==> config.mk <==
export PLATFORM = sky130hd
export DESIGN_NAME = bpvs_ctrl
export DESIGN_NICKNAME = d
export VERILOG_FILES = /design/src/hw/rtl/bpvs_pkg.sv /design/src/hw/rtl/bpvs_ctrl.sv
export SDC_FILE = /design/constraint.sdc
export NUM_CORES = 1
export LEC_CHECK = 0
export BUFFER_PORTS_ARGS = -buffer_cell sky130_fd_sc_hd__buf_4
export CORE_AREA = 2 2 39 41
export CTS_CLUSTER_SIZE = 25
export DETAILED_ROUTE_END_ITERATION = 10
export DIE_AREA = 0 0 41 43
export PLACE_DENSITY = 0.6
export SLEW_MARGIN = 20
export SYNTH_ARGS = -nofsm -noshare
export SYNTH_HDL_FRONTEND = slang
export SYNTH_SLANG_ARGS = --single-unit
==> constraint.sdc <==
create_clock -name clk -period 1.52 [get_ports clk]
set_input_delay 0.304 -clock clk [delete_from_list [all_inputs] [get_ports clk]]
set_output_delay 0.304 -clock clk [all_outputs]
set_load 0.005 [all_outputs]
==> src/hw/rtl/bpvs_pkg.sv <==
`timescale 1ns / 1ps
// ============================================================================
// bpvs_pkg: shared types and constants for the bit packed vector store
// Field widths, request and status codes, controller states, and the
// command/status bundles between controller and datapath.
// ============================================================================
package bpvs_pkg;

	// storage geometry
	localparam int unsigned NUM_WORDS = 1024;
	localparam int unsigned WORD_W    = 64;
	localparam int unsigned LEN_MAX   = 131071;
	localparam int unsigned CAP_BITS  =
		(NUM_WORDS * WORD_W > LEN_MAX) ? LEN_MAX : NUM_WORDS * WORD_W;
	localparam int unsigned MAX_WORDS = (CAP_BITS + WORD_W - 1) / WORD_W;
	localparam int unsigned AW        = $clog2(NUM_WORDS);
	localparam int unsigned IU_W      = $clog2(MAX_WORDS + 1);

	// field widths
	localparam int unsigned REQ_W  = 3;
	localparam int unsigned POS_W  = 16;
	localparam int unsigned LEN_W  = 17;
	localparam int unsigned STAT_W = 2;
	localparam int unsigned FCNT_W = 7;
	localparam int unsigned OFF_W  = 6;
	localparam int unsigned EXT_W  = LEN_W + 1;
	localparam int unsigned IDX_W  = EXT_W - OFF_W;
	localparam int unsigned MAX_FIELD = 64;

	typedef logic [AW-1:0]     addr_t;
	typedef logic [IU_W-1:0]   iu_t;
	typedef logic [LEN_W-1:0]  len_t;
	typedef logic [EXT_W-1:0]  ext_t;
	typedef logic [IDX_W-1:0]  idx_t;
	typedef logic [WORD_W-1:0] word_t;

	typedef enum logic [REQ_W-1:0] {
		REQ_CLEAR  = 3'd0,
		REQ_RESIZE = 3'd1,
		REQ_PUSH   = 3'd2,
		REQ_POP    = 3'd3,
		REQ_WRITE  = 3'd4,
		REQ_READ   = 3'd5
	} req_code_t;

	typedef enum logic [STAT_W-1:0] {
		ST_DONE  = 2'd0,
		ST_OVER  = 2'd1,
		ST_RANGE = 2'd2
	} status_t;

	typedef enum logic [1:0] {
		KIND_DONE,
		KIND_FILL,
		KIND_ACCESS
	} dec_kind_t;

	typedef enum logic [3:0] {
		S_IDLE,
		S_DECODE,
		S_FILL,
		S_RD0,
		S_RD1,
		S_RD2,
		S_WR0,
		S_WR1,
		S_DONE
	} state_t;

	typedef struct packed {
		logic [REQ_W-1:0]  req_type;
		logic [POS_W-1:0]  bit_position;
		logic [LEN_W-1:0]  bit_count;
		logic [WORD_W-1:0] value;
	} req_t;

	typedef struct packed {
		logic [WORD_W-1:0] read_data;
		logic [LEN_W-1:0]  length;
		logic [STAT_W-1:0] status;
	} rsp_t;

	typedef struct packed {
		logic latch;
		logic decode;
		logic fill;
		logic rd_w0;
		logic rd_w1;
		logic cap_w0;
		logic cap_w1;
		logic wr_w0;
		logic wr_w1;
		logic load;
	} dp_cmd_t;

	typedef struct packed {
		dec_kind_t kind;
		logic      straddle;
		logic      is_read;
		logic      fill_last;
	} dp_status_t;

endpackage

==> src/hw/rtl/bpvs_ctrl.sv <==
`timescale 1ns / 1ps
// ============================================================================
// bpvs_ctrl: request sequencer
// Steps each request through decode, zero fill or word read and write,
// and hands the result to the output register.
// ============================================================================
module bpvs_ctrl (
	input  logic                 clk,
	input  logic                 arst_n,
	input  logic                 req_valid,
	output logic                 req_stall,
	output logic                 rsp_valid,
	input  logic                 rsp_stall,
	input  bpvs_pkg::dp_status_t st,
	output bpvs_pkg::dp_cmd_t    cmd
);

	bpvs_pkg::state_t state_q;
	bpvs_pkg::state_t state_d;
	logic             out_valid_q;
	logic             slot_free;

	assign slot_free = !out_valid_q || !rsp_stall;

	always_comb begin
		state_d = state_q;
		unique case (state_q)
			bpvs_pkg::S_IDLE: begin
				if (req_valid) begin
					state_d = bpvs_pkg::S_DECODE;
				end
			end
			bpvs_pkg::S_DECODE: begin
				unique case (st.kind)
					bpvs_pkg::KIND_FILL:   state_d = bpvs_pkg::S_FILL;
					bpvs_pkg::KIND_ACCESS: state_d = bpvs_pkg::S_RD0;
					default:               state_d = bpvs_pkg::S_DONE;
				endcase
			end
			bpvs_pkg::S_FILL: begin
				if (st.fill_last) begin
					state_d = bpvs_pkg::S_DONE;
				end
			end
			bpvs_pkg::S_RD0: state_d = bpvs_pkg::S_RD1;
			bpvs_pkg::S_RD1: state_d = bpvs_pkg::S_RD2;
			bpvs_pkg::S_RD2: state_d = st.is_read ? bpvs_pkg::S_DONE : bpvs_pkg::S_WR0;
			bpvs_pkg::S_WR0: state_d = st.straddle ? bpvs_pkg::S_WR1 : bpvs_pkg::S_DONE;
			bpvs_pkg::S_WR1: state_d = bpvs_pkg::S_DONE;
			bpvs_pkg::S_DONE: begin
				if (slot_free) begin
					state_d = bpvs_pkg::S_IDLE;
				end
			end
			default: state_d = bpvs_pkg::S_IDLE;
		endcase
	end

	always_comb begin
		cmd = '0;
		unique case (state_q)
			bpvs_pkg::S_IDLE:   cmd.latch  = req_valid;
			bpvs_pkg::S_DECODE: cmd.decode = 1'b1;
			bpvs_pkg::S_FILL:   cmd.fill   = 1'b1;
			bpvs_pkg::S_RD0:    cmd.rd_w0  = 1'b1;
			bpvs_pkg::S_RD1: begin
				cmd.cap_w0 = 1'b1;
				cmd.rd_w1  = 1'b1;
			end
			bpvs_pkg::S_RD2:    cmd.cap_w1 = 1'b1;
			bpvs_pkg::S_WR0:    cmd.wr_w0  = 1'b1;
			bpvs_pkg::S_WR1:    cmd.wr_w1  = 1'b1;
			bpvs_pkg::S_DONE:   cmd.load   = slot_free;
			default: begin
			end
		endcase
	end

	always_ff @(posedge clk or negedge arst_n) begin
		if (!arst_n) begin
			state_q     <= bpvs_pkg::S_IDLE;
			out_valid_q <= 1'b0;
		end else begin
			state_q <= state_d;
			// hold the result until its transfer
			if (cmd.load) begin
				out_valid_q <= 1'b1;
			end else if (!rsp_stall) begin
				out_valid_q <= 1'b0;
			end
		end
	end

	assign req_stall = state_q != bpvs_pkg::S_IDLE;
	assign rsp_valid = out_valid_q;

endmodule

==> Word-level counts from Yosys, hierarchy flattened <==
Cells that the tools add are included.
{ "op_classes": {"addsub": 0, "n_mul": 0, "div_mod_pow": 0, "order_cmp": 0, "n_eq_ne": 14, "n_shift": 0, "mux": 18, "bitwise_logic": 0, "reduce_logical": 6} }
{ "op_table": {"columns": ["cell", "count"], "rows": [
  ["$pmux W4 S9", 1],
  ["$mux W4", 5],
  ["$eq A4 B3 Y1 const B", 4],
  ["$mux W1", 10],
  ["$eq A4 B2 Y1 const B", 2],
  ["$pmux W4 S2", 1],
  ["$ne A2 B2 Y1 const B", 3],
  ["$eq A4 B1 Y1 const B", 1],
  ["$eq A4 B4 Y1 const B", 1],
  ["$logic_not A4 Y1", 1],
  ["$reduce_bool A4 Y1", 1],
  ["$reduce_and A3 Y1", 1],
  ["$eq A2 B1 Y1 const B", 1],
  ["$eq A2 B2 Y1 const B", 1],
  ["$logic_not A1 Y1", 2],
  ["$mux W2", 1],
  ["$ne A2 B1 Y1 const B", 1],
  ["$logic_or A1 B1 Y1", 1]
]} }
{ "word_totals": {"ff_bits": 5, "latch_bits": 0, "mem_bits_rw": 0, "mem_bits_ro": 0, "elab_cells": 40, "mem_count": 0} }

==> Longest topological paths before layout <==
Gate-level depths: netlist (run 1).
{ "depth": {"ltp_word": 4, "mapped_depth": 5} }

==> Worst setup path after synthesis (run 1) <==
OpenSTA, ideal clock, no wires.
{ "synth_timing": {"kind": "reg2out", "from": "register state_q[3]", "to": "output cmd[5] (netlist name)", "arrival_time_ns": 1.134, "t_required_ns": 1.216, "setup_slack_ns": 0.082, "path_stages_with_launch": 5, "cell_sequence": "dfrtp_1 -> buf_6 -> or2b_1 -> nor3_1 -> buf_4"} }
{ "synth_lines": {"columns": ["item", "line_no", "rtl"], "rows": [
  ["start: declaration", "bpvs_ctrl.sv:18", "bpvs_pkg::state_t state_q;"],
  ["start signal: assignment", "bpvs_ctrl.sv:81", "state_q <= bpvs_pkg::S_IDLE;"],
  ["start signal: assignment", "bpvs_ctrl.sv:84", "state_q <= state_d;"],
  ["end: declaration", "bpvs_ctrl.sv:15", "output bpvs_pkg::dp_cmd_t cmd"]
]} }

==> results.sh, run 1 <==
export IMPL_regArea_sq_um=128
export IMPL_ioPinCount=21
export IMPL_worstPathRequired_ps=1220
export IMPL_post_route_min_period_ps=1530
export IMPL_hpwl_microns=828
export IMPL_r2r_slack_ps=240
export IMPL_nFillCells=141
export IMPL_clock_fmax_ghz=0.652
export IMPL_drive_gt1_frac=0.588
export IMPL_grt_max_degree=10
export IMPL_max_stage_delay_ps=460
export IMPL_crit_fanout=6
export IMPL_synth_nets=61
export IMPL_htreeDepth=1
export IMPL_final_util=0.518
export IMPL_io_buffers=20
export IMPL_seqPwrFrac=0.213
export IMPL_power_frac_comb=0.658
export IMPL_grt_pass1_vias=479
export IMPL_initial_core_util=0.319
export IMPL_ys_ff_latch=5
export IMPL_vias=471
export IMPL_drc=0
export IMPL_drt_pass1_iter_count=2
export IMPL_ys_async_sr_fraction=1.00
export IMPL_finalNetCount=91
export IMPL_cpLargestDelayFamily="flip-flops"
export IMPL_rsz0062_at_grt="true"
export IMPL_antenna_found_initial=0
export IMPL_synth_top_cell_area_share=0.283
export IMPL_drt_iter0_drc=1
export IMPL_grt_pass1_wl_microns=2050
export IMPL_leakage_nw=0.349
export IMPL_crit_chain="buf_4 > nor3_2 > buf_4"
export IMPL_peakVddDrop_v=0.000755
export IMPL_seq_area_frac_synth=0.283
export IMPL_violations="setup timing"
export IMPL_cp_end_kind="output port"
export IMPL_p_sw_mw=0.520
export IMPL_drt_vias_per_instance=4.91
export IMPL_multi_input_area_sq_um=297
export IMPL_fp_row_count=14
export IMPL_place_congestion=0.786
export IMPL_relSlewSlack=0.848
export IMPL_avgSynthCellArea_sq_um=8.66
export IMPL_numCtsBuffers=3
export IMPL_synth_area_leader_cell="dfrtp_1"
export IMPL_status="finished, violations left"
export IMPL_worst_clock_skew_ps=5.61
export IMPL_synth_edf_count=0
export IMPL_routedWlPerCell_microns=12.0
export IMPL_routed_wl_microns=1150
export IMPL_chipWidth_microns=41
export IMPL_worst_slack_ps=-14.9
export IMPL_ant_nets=0
export IMPL_hold_viol_final=0
export IMPL_synth_cell_types=26
export IMPL_p_clk_frac=0.129
export IMPL_setup_violations_final=5
export IMPL_dieHeight_microns=43
export IMPL_synthTopCellsByCount="nor2_1 (6), dfrtp_1 (5), nand2_1 (5), nor3_1 (5), a21oi_1 (4)"
export IMPL_maxCapViolCount=0
export IMPL_cts_sinks=5
export IMPL_switching_share=0.405
export IMPL_cts_root_buf="clkbuf_4"
export IMPL_synth_ff_type="dfrtp_1"
export IMPL_postSynthCellCount=51
export IMPL_cts_tree="built"
export IMPL_grt_usage=0.170
export IMPL_worst_path_buf_inv=2
export IMPL_critical_path_class="register to output port"
export IMPL_yosysWarnings=0
export IMPL_min_delay_path_class="input pin to register"
export IMPL_critical_path_most_common_cell="buf_4"
export IMPL_fin_crit_sh=1.01
export IMPL_worst_pin_slew_ps=228
export IMPL_syn_area_sq_um=442
export IMPL_powerDensity_nw_per_um2=1790
export IMPL_drv_slew=0
export IMPL_cp_arrival_ps=1230
export IMPL_cp_start_kind="register"
export IMPL_synth_most_common_cell="nor2_1"
export IMPL_pre_cts_ws_ps=94.5
export IMPL_area_growth_pct=62.3
export IMPL_dieArea_sq_um=1760
export IMPL_p_int_mw=0.764
export IMPL_insertion_delay_ps=250
export IMPL_coreArea_sq_um=1380
export IMPL_grt_ovfl_total=0
export IMPL_num_antenna_cells=0
export IMPL_path_clk_slew_ps=50
export IMPL_p_total_mw=1.28
export IMPL_clockBufferDepth=2
export IMPL_synthTopCellsByArea="dfrtp_1 (28%), buf_6 (7.6%), nor3_1 (5.7%)"
export IMPL_cp_slowest_cell="dfrtp_2"
registers in the layout (all words and copies together) (netlist names):
signal     cells
state_q        4
rsp_valid      1
what timing repair did:
action,4_1_cts,5_1_grt
setup buffers,3,1
endpoints found under the hold margin,5,0
hold buffers,1,0
resized for setup,9,6
pin swaps,3,0
setup endpoints to repair,9,10
stage by stage:
step	area [sq um]	cells	hold WS, ps	TNS (ps)
2_1_floorplan	442	51	8.41	0
3_3_place_gp	601	87	108	0
3_5_place_dp	601	87	109	0
4_1_cts	688	95	313	-24.7
5_1_grt	717	96	357	-380
6_report	717	96	316	-45.0
per-layer routing:
metal / vias up / routed length, microns / GRT usage
met4: 0 / 25 / 0.0800
met3: 2 / 53 / 0.0157
met5: - / 0 / 0
li1: 236 / - / -
met1: 217 / 473 / 0.213
met2: 16 / 598 / 0.275
tightest hold or removal path, cell delays in order:
cell,delay [ps]
buf_4,90
nand2_1,70
nand2_1,70
layout by cell type, fill, tap and decap left out:
cell	synthesis	routed
nand3_2	0	1
ha_1	1	1
dfrtp_1	5	3
o32ai_2	1	1
o221a_1	1	1
and3_1	1	1
a21o_1	1	1
nor2b_1	2	2
clkbuf_4	0	3
a2bb2oi_1	1	1
nor3_1	5	3
or2b_1	1	1
a211oi_1	1	1
mux2_2	1	1
a21oi_2	0	1
or3b_1	1	1
dlygate4sd3_1	0	1
nor3_2	0	2
a21oi_1	4	3
mux2i_1	1	1
nor2_2	0	4
o21ba_1	1	1
nand2_1	5	5
o22ai_1	1	1
buf_6	3	3
inv_1	2	2
a211oi_2	1	1
clkbuf_1	0	1
nand2b_1	1	1
buf_4	2	26
nor2_4	0	1
dfrtp_2	0	2
nand2b_4	1	1
nor2_1	6	1
path summary, 6_finish.rpt:
| kind | start | end | depth (start not counted) |
|---|---|---|---|
| max in group asynchronous | arst_n | state_q[0] | 2 |
| min in group asynchronous | arst_n | state_q[1] | 2 |
| worst min-delay path | rsp_stall | rsp_valid | 3 |
| worst max-delay path | state_q[1] | cmd[4] | 3 |
| worst max register to register | state_q[1] | state_q[1] | 4 |
| worst min register to register | rsp_valid | rsp_valid | 2 |
power by group through the flow:
stage / logic, mW / registers (mW) / clock network (mW)
finish: 0.845 / 0.273 / 0.166
global route: 0.936 / 0.283 / 0.171
CTS: 0.797 / 0.269 / 0.167
detailed placement: 0.673 / 0.278 / 0
global placement: 0.670 / 0.281 / 0
floorplan: 0.512 / 0.218 / 0
layout make-up:
| type | count | share of cell area |
|---|---|---|
| inverter | 2 | 0.0105 |
| clock buffer | 4 | 0.0366 |
| tap | 16 | 0.0279 |
| multi-input combinational | 39 | 0.414 |
| timing repair buffer | 30 | 0.333 |
| sequential | 5 | 0.178 |
cell families after synthesis:
group                    count (synthesis)  synth area share
buffers and inverters                    7             0.127
adder cells (fa/ha/maj)                  1            0.0283
AO/OA/AOI/OAI                           12             0.227
AND/OR/NAND/NOR                         24             0.286
multiplexers                             2            0.0482
flip-flops                               5             0.283
Note: power is estimated with default switching activity, not from simulation.
==> inputs of run 2 (changes only) <==
Clock period 1.52 ns to 1.6 ns, I/O delays scaled along.
==> run 2 against run 1 <==
  * The run now ends clean
  * Register-to-register slack lost 20 ps
  * Worst hold slack gained 24 ps
  * Utilization shrank 1.5 points
  * Clock skew grew 4.6 ps
  * Power shrank 8.3%
  * Largest cell class unchanged
  * Highest routed layer unchanged
==> results.sh, run 2 (synthesized netlist as in run 1, its figures left out) <==
export IMPL_status="finished clean"
export IMPL_finalNetCount=91
export IMPL_peakVddDrop_v=0.000706
export IMPL_grt_usage=0.169
export IMPL_rsz0062_at_grt="true"
export IMPL_crit_fanout=8
export IMPL_routed_wl_microns=1180
export IMPL_worst_slack_ps=49.3
export IMPL_p_total_mw=1.18
export IMPL_drive_gt1_frac=0.550
export IMPL_power_frac_comb=0.640
export IMPL_post_route_min_period_ps=1550
export IMPL_worstPathRequired_ps=1280
export IMPL_cp_arrival_ps=1230
export IMPL_cp_start_kind="register"
export IMPL_cts_root_buf="clkbuf_4"
export IMPL_p_sw_mw=0.474
export IMPL_drv_slew=0
export IMPL_final_cell_mix="buf_4 (28), nand2_1 (5), nor3_1 (4), a21oi_1 (4)"
export IMPL_worst_clock_skew_ps=10.2
export IMPL_place_congestion=0.820
export IMPL_antenna_found_initial=0
export IMPL_p_int_mw=0.703
export IMPL_seqPwrFrac=0.231
export IMPL_drt_vias_per_instance=5.07
export IMPL_critical_path_class="register to output port"
export IMPL_grt_pass1_vias=470
export IMPL_switching_share=0.403
export IMPL_fin_crit_sh=0.969
export IMPL_leakage_nw=0.345
export IMPL_p_clk_frac=0.129
export IMPL_maxCapViolCount=0
export IMPL_powerDensity_nw_per_um2=1690
export IMPL_coreArea_sq_um=1380
export IMPL_ioPinCount=21
export IMPL_cts_tree="built"
export IMPL_numCtsBuffers=3
export IMPL_ant_nets=0
export IMPL_largest_reg_flops=4
export IMPL_layout_commonest_cell="buf_4"
export IMPL_drc=0
export IMPL_io_buffers=20
export IMPL_final_util=0.503
export IMPL_clock_fmax_ghz=0.645
export IMPL_routedWlPerCell_microns=12.3
export IMPL_cp_end_kind="output port"
export IMPL_drt_pass1_iter_count=4
export IMPL_fp_row_count=14
export IMPL_grt_max_degree=11
export IMPL_cts_sinks=5
export IMPL_vias=487
export IMPL_relSlewSlack=0.840
export IMPL_initial_core_util=0.319
export IMPL_hold_viol_final=0
export IMPL_chipWidth_microns=41
export IMPL_dieHeight_microns=43
export IMPL_pre_cts_ws_ps=165
export IMPL_worst_pin_slew_ps=239
export IMPL_num_antenna_cells=0
export IMPL_drt_iter0_drc=7
export IMPL_htreeDepth=1
export IMPL_place_area_sq_um=593
export IMPL_clockBufferDepth=2
export IMPL_dieArea_sq_um=1760
export IMPL_grt_pass1_wl_microns=2000
export IMPL_max_flop_register="state_q"
export IMPL_stdcell_area_sq_um=696
export IMPL_insertion_delay_ps=250
export IMPL_hpwl_microns=826
export IMPL_min_delay_path_class="input pin to register"
export IMPL_area_growth_pct=57.5
export IMPL_setup_violations_final=0
export IMPL_grt_ovfl_total=0
export IMPL_path_clk_slew_ps=50
## run 2: changes by cell type in the layout (fill, tap and decap cells not counted)
cell | previous run | this run
a21oi_1 | 3 | 4
a21oi_2 | 1 | 0
nor3_2 | 2 | 1
buf_4 | 26 | 28
inv_1 | 2 | 1
nor3_1 | 3 | 4
inv_2 | 0 | 1
buf_6 | 3 | 1
nor2_2 | 4 | 2
nor2_1 | 1 | 3
## run 2: timing repair
action                                  CTS  global route
endpoints found under the hold margin     5             0
hold buffers                              1             0
setup buffers                             2             3
gates resized for setup                   5             5
endpoints found under the setup margin    1             7
pin swaps                                 0             0
## run 2: power groups by stage
stage          registers (mW)  clock network (mW)  logic, mW
6_report                0.272               0.152      0.753
5_1_grt                 0.279               0.168      0.831
4_1_cts                 0.264               0.156      0.674
3_5_place_dp            0.264                   0      0.617
3_3_place_gp            0.265                   0      0.617
2_1_floorplan           0.207                   0      0.486
## run 2: metrics by stage
| step | hold slack, ps | setup TNS [ps] | cells |
|---|---|---|---|
| 2_1_floorplan | 24.4 | 0 | 51 |
| 3_3_place_gp | 126 | 0 | 86 |
| 3_5_place_dp | 127 | 0 | 86 |
| 4_1_cts | 338 | 0 | 93 |
| 5_1_grt | 374 | -52.5 | 96 |
| 6_report | 340 | 0 | 96 |
## run 2: final cells by class
cell class                 instances  area [sq um]
clock buffer                       4          26.3
fill                             146           688
inverter                           2          7.51
multi-input combinational         39           283
sequential                         5           128
tap                               16          20.0
timing repair buffer              30           231
## run 2: routing by layer
layer / part of all wire / vias to the layer above / wire, microns / GRT usage
li1: - / 237 / - / -
met1: 0.42 / 224 / 491 / 0.220
met2: 0.51 / 22 / 598 / 0.241
met3: 0.061 / 4 / 72 / 0.0471
met4: 0.014 / 0 / 16 / 0.0933
met5: 0 / - / 0 / 0
## run 2: worst max-delay path, stage by stage, from the launching register on
cell	delay [ps]
dfrtp_2	470
nor2_4	160
nand3_2	110
a21oi_1	130
buf_4	120
## run 2: worst paths after layout
path | from | slack (ps) | depth (start not counted) | to
worst min-delay path | rsp_stall | 340 | 3 | rsp_valid
worst min register to register | rsp_valid | 570 | 2 | rsp_valid
max in group asynchronous | arst_n | 1060 | 2 | state_q[0]
worst max register to register | state_q[2] | 220 | 5 | state_q[0]
min in group asynchronous | arst_n | 410 | 2 | state_q[2]
worst max-delay path | state_q[1] | 50 | 4 | cmd[0]
==> inputs of run 3 (changes only) <==
--- a/config.mk
+++ b/config.mk
@@ -11,4 +11,5 @@
 export DETAILED_ROUTE_END_ITERATION = 10
 export DIE_AREA = 0 0 41 43
+export MAX_ROUTING_LAYER = met4
 export PLACE_DENSITY = 0.6
 export SLEW_MARGIN = 20
==> constraint.sdc (replaced) <==
create_clock -name clk -period 1.6 [get_ports clk]
set_input_delay 0.08 -clock clk [delete_from_list [all_inputs] [get_ports clk]]
set_output_delay 0.08 -clock clk [all_outputs]
set_load 0.005 [all_outputs]
==> run 3 against run 2 <==
  * Combinational power fell by 30%
  * Non-clock buffer count fell by 9
  * Critical path depth stayed put
  * First-iteration DRC count down 29%
  * Utilization fell by 6.3 points
  * Flip-flop and latch count stayed put
  * Die area did not move
  * Design area fell by 13%
  * Power down 16%
  * Sequential share of layout area is 2.4 points higher
==> results.sh, run 3 (synthesized netlist as in run 1, its figures left out) <==
export IMPL_largest_reg_flops=4
export IMPL_cp_start_kind="register"
export IMPL_grt_usage=0.149
export IMPL_path_clk_slew_ps=40
export IMPL_cp_arrival_ps=1400
export IMPL_routedWlPerCell_microns=12.2
export IMPL_drt_vias_per_instance=4.91
export IMPL_fin_tns_setup_ps=0
export IMPL_drt_pass1_iter_count=4
export IMPL_coreArea_sq_um=1380
export IMPL_relSlewSlack=0.735
export IMPL_max_stage_delay_ps=510
export IMPL_dp_cells=82
export IMPL_finalNetCount=82
export IMPL_clockBufferDepth=2
export IMPL_critical_path_class="register to output port"
export IMPL_io_buffers=20
export IMPL_crit_chain="nor2_2 > nand3_1 > a21oi_1 > buf_4"
export IMPL_clock_fmax_ghz=0.676
export IMPL_status="finished clean"
export IMPL_cts_tree="built"
export IMPL_whs_ps=90.4
export IMPL_worstPathRequired_ps=1520
export IMPL_fp_row_count=14
export IMPL_chipWidth_microns=41
export IMPL_setup_violations_final=0
export IMPL_dieHeight_microns=43
export IMPL_grt_max_degree=13
export IMPL_routed_wl_microns=1060
export IMPL_hold_viol_final=0
export IMPL_worst_slack_ps=122
export IMPL_numCtsBuffers=3
export IMPL_htreeDepth=1
export IMPL_crit_fanout=11
export IMPL_hpwl_microns=799
export IMPL_post_route_min_period_ps=1480
export IMPL_area_growth_pct=37.7
export IMPL_drive_gt1_frac=0.423
export IMPL_pre_cts_ws_ps=249
export IMPL_ff2ff_path_depth=3
export IMPL_drt_iter0_drc=5
export IMPL_final_util=0.439
export IMPL_met2WireLength_microns=497
export IMPL_drc=0
export IMPL_maxCapViolCount=0
export IMPL_worst_clock_skew_ps=1.48
export IMPL_drv_slew=0
export IMPL_max_flop_register="state_q"
export IMPL_cp_slowest_cell="dfrtp_1"
export IMPL_cts_root_buf="clkbuf_4"
export IMPL_post_cts_buffers=0
export IMPL_stdcell_count=87
export IMPL_maxUsedRoutingLayer="met3"
export IMPL_dieArea_sq_um=1760
export IMPL_grt_pass1_wl_microns=1690
export IMPL_powerDensity_nw_per_um2=1630
export IMPL_ioPinCount=21
export IMPL_insertion_delay_ps=240
export IMPL_ant_nets=0
export IMPL_leakage_nw=0.298
export IMPL_grt_pass1_vias=391
export IMPL_min_delay_path_class="input pin to register"
export IMPL_final_cell_mix="buf_4 (20), nor2_1 (5), nand2_1 (5)"
export IMPL_worst_pin_slew_ps=398
export IMPL_place_congestion=0.745
export IMPL_num_antenna_cells=0
export IMPL_worstHoldPathCells=3
export IMPL_multi_input_area_sq_um=268
export IMPL_initial_core_util=0.319
export IMPL_grt_ovfl_total=0
export IMPL_wl_met3_microns=64
export IMPL_vias=427
export IMPL_layout_commonest_cell="buf_4"
export IMPL_antenna_found_initial=0
export IMPL_regArea_sq_um=126
export IMPL_peakVddDrop_v=0.000697
export IMPL_rsz0062_at_grt="false"
export IMPL_cts_sinks=5
export IMPL_wl_met1_microns=496
export IMPL_fin_crit_sh=0.924
export IMPL_cp_end_kind="output port"
export IMPL_nFillCells=159
==> run 3: cell count changes in the layout (fill, tap and decap cells not counted), sizes merged <==
cell  before  now
buf       29   20
==> run 3: final timing paths <==
path	startpoint	to	slack, ps
max in group asynchronous	arst_n	state_q[2]	1300
worst min register to register	rsp_valid	rsp_valid	550
min in group asynchronous	arst_n	state_q[0]	180
worst max-delay path	state_q[1]	cmd[0]	120
worst min-delay path	rsp_stall	rsp_valid	90
worst max register to register	state_q[0]	state_q[1]	300
==> run 3: what timing repair did <==
action,in CTS,in global routing
endpoints found under the setup margin,2,3
resized for setup,1,2
hold buffers,1,0
endpoints found under the hold margin,5,0
==> run 3: power by group <==
| group | internal [mW] | switching (mW) |
|---|---|---|
| Combinational | 0.307 | 0.219 |
| Sequential | 0.179 | 0.140 |
| Clock | 0.0943 | 0.0529 |
| Total | 0.580 | 0.412 |
==> run 3: routing by layer <==
layer / up-vias / GRT usage
met1: 192 / 0.192
li1: 219 / -
met5: - / -
met2: 16 / 0.200
met4: 0 / 0.100
met3: 0 / 0.0314
==> run 3: stage by stage <==
| stage | instance area, sq um | power [mW] |
|---|---|---|
| floorplan | 442 | 0.693 |
| global placement | 563 | 0.828 |
| detailed placement | 563 | 0.831 |
| CTS | 601 | 0.990 |
| global route | 608 | 1.09 |
| finish | 608 | 0.992 |
==> run 3: critical path: cells and delay by family, from the launching register on <==
kind                   cells  cell delay (ps)
AO/OA/AOI/OAI              1              160
buffers and inverters      1              130
flip-flops                 1              510
AND/OR/NAND/NOR            2              360
==> run 3: layout make-up <==
class | instances | share of cell area
sequential | 5 | 0.208
timing repair buffer | 21 | 0.263
inverter | 2 | 0.0123
clock buffer | 4 | 0.0432
tap | 16 | 0.0329
multi-input combinational | 39 | 0.440
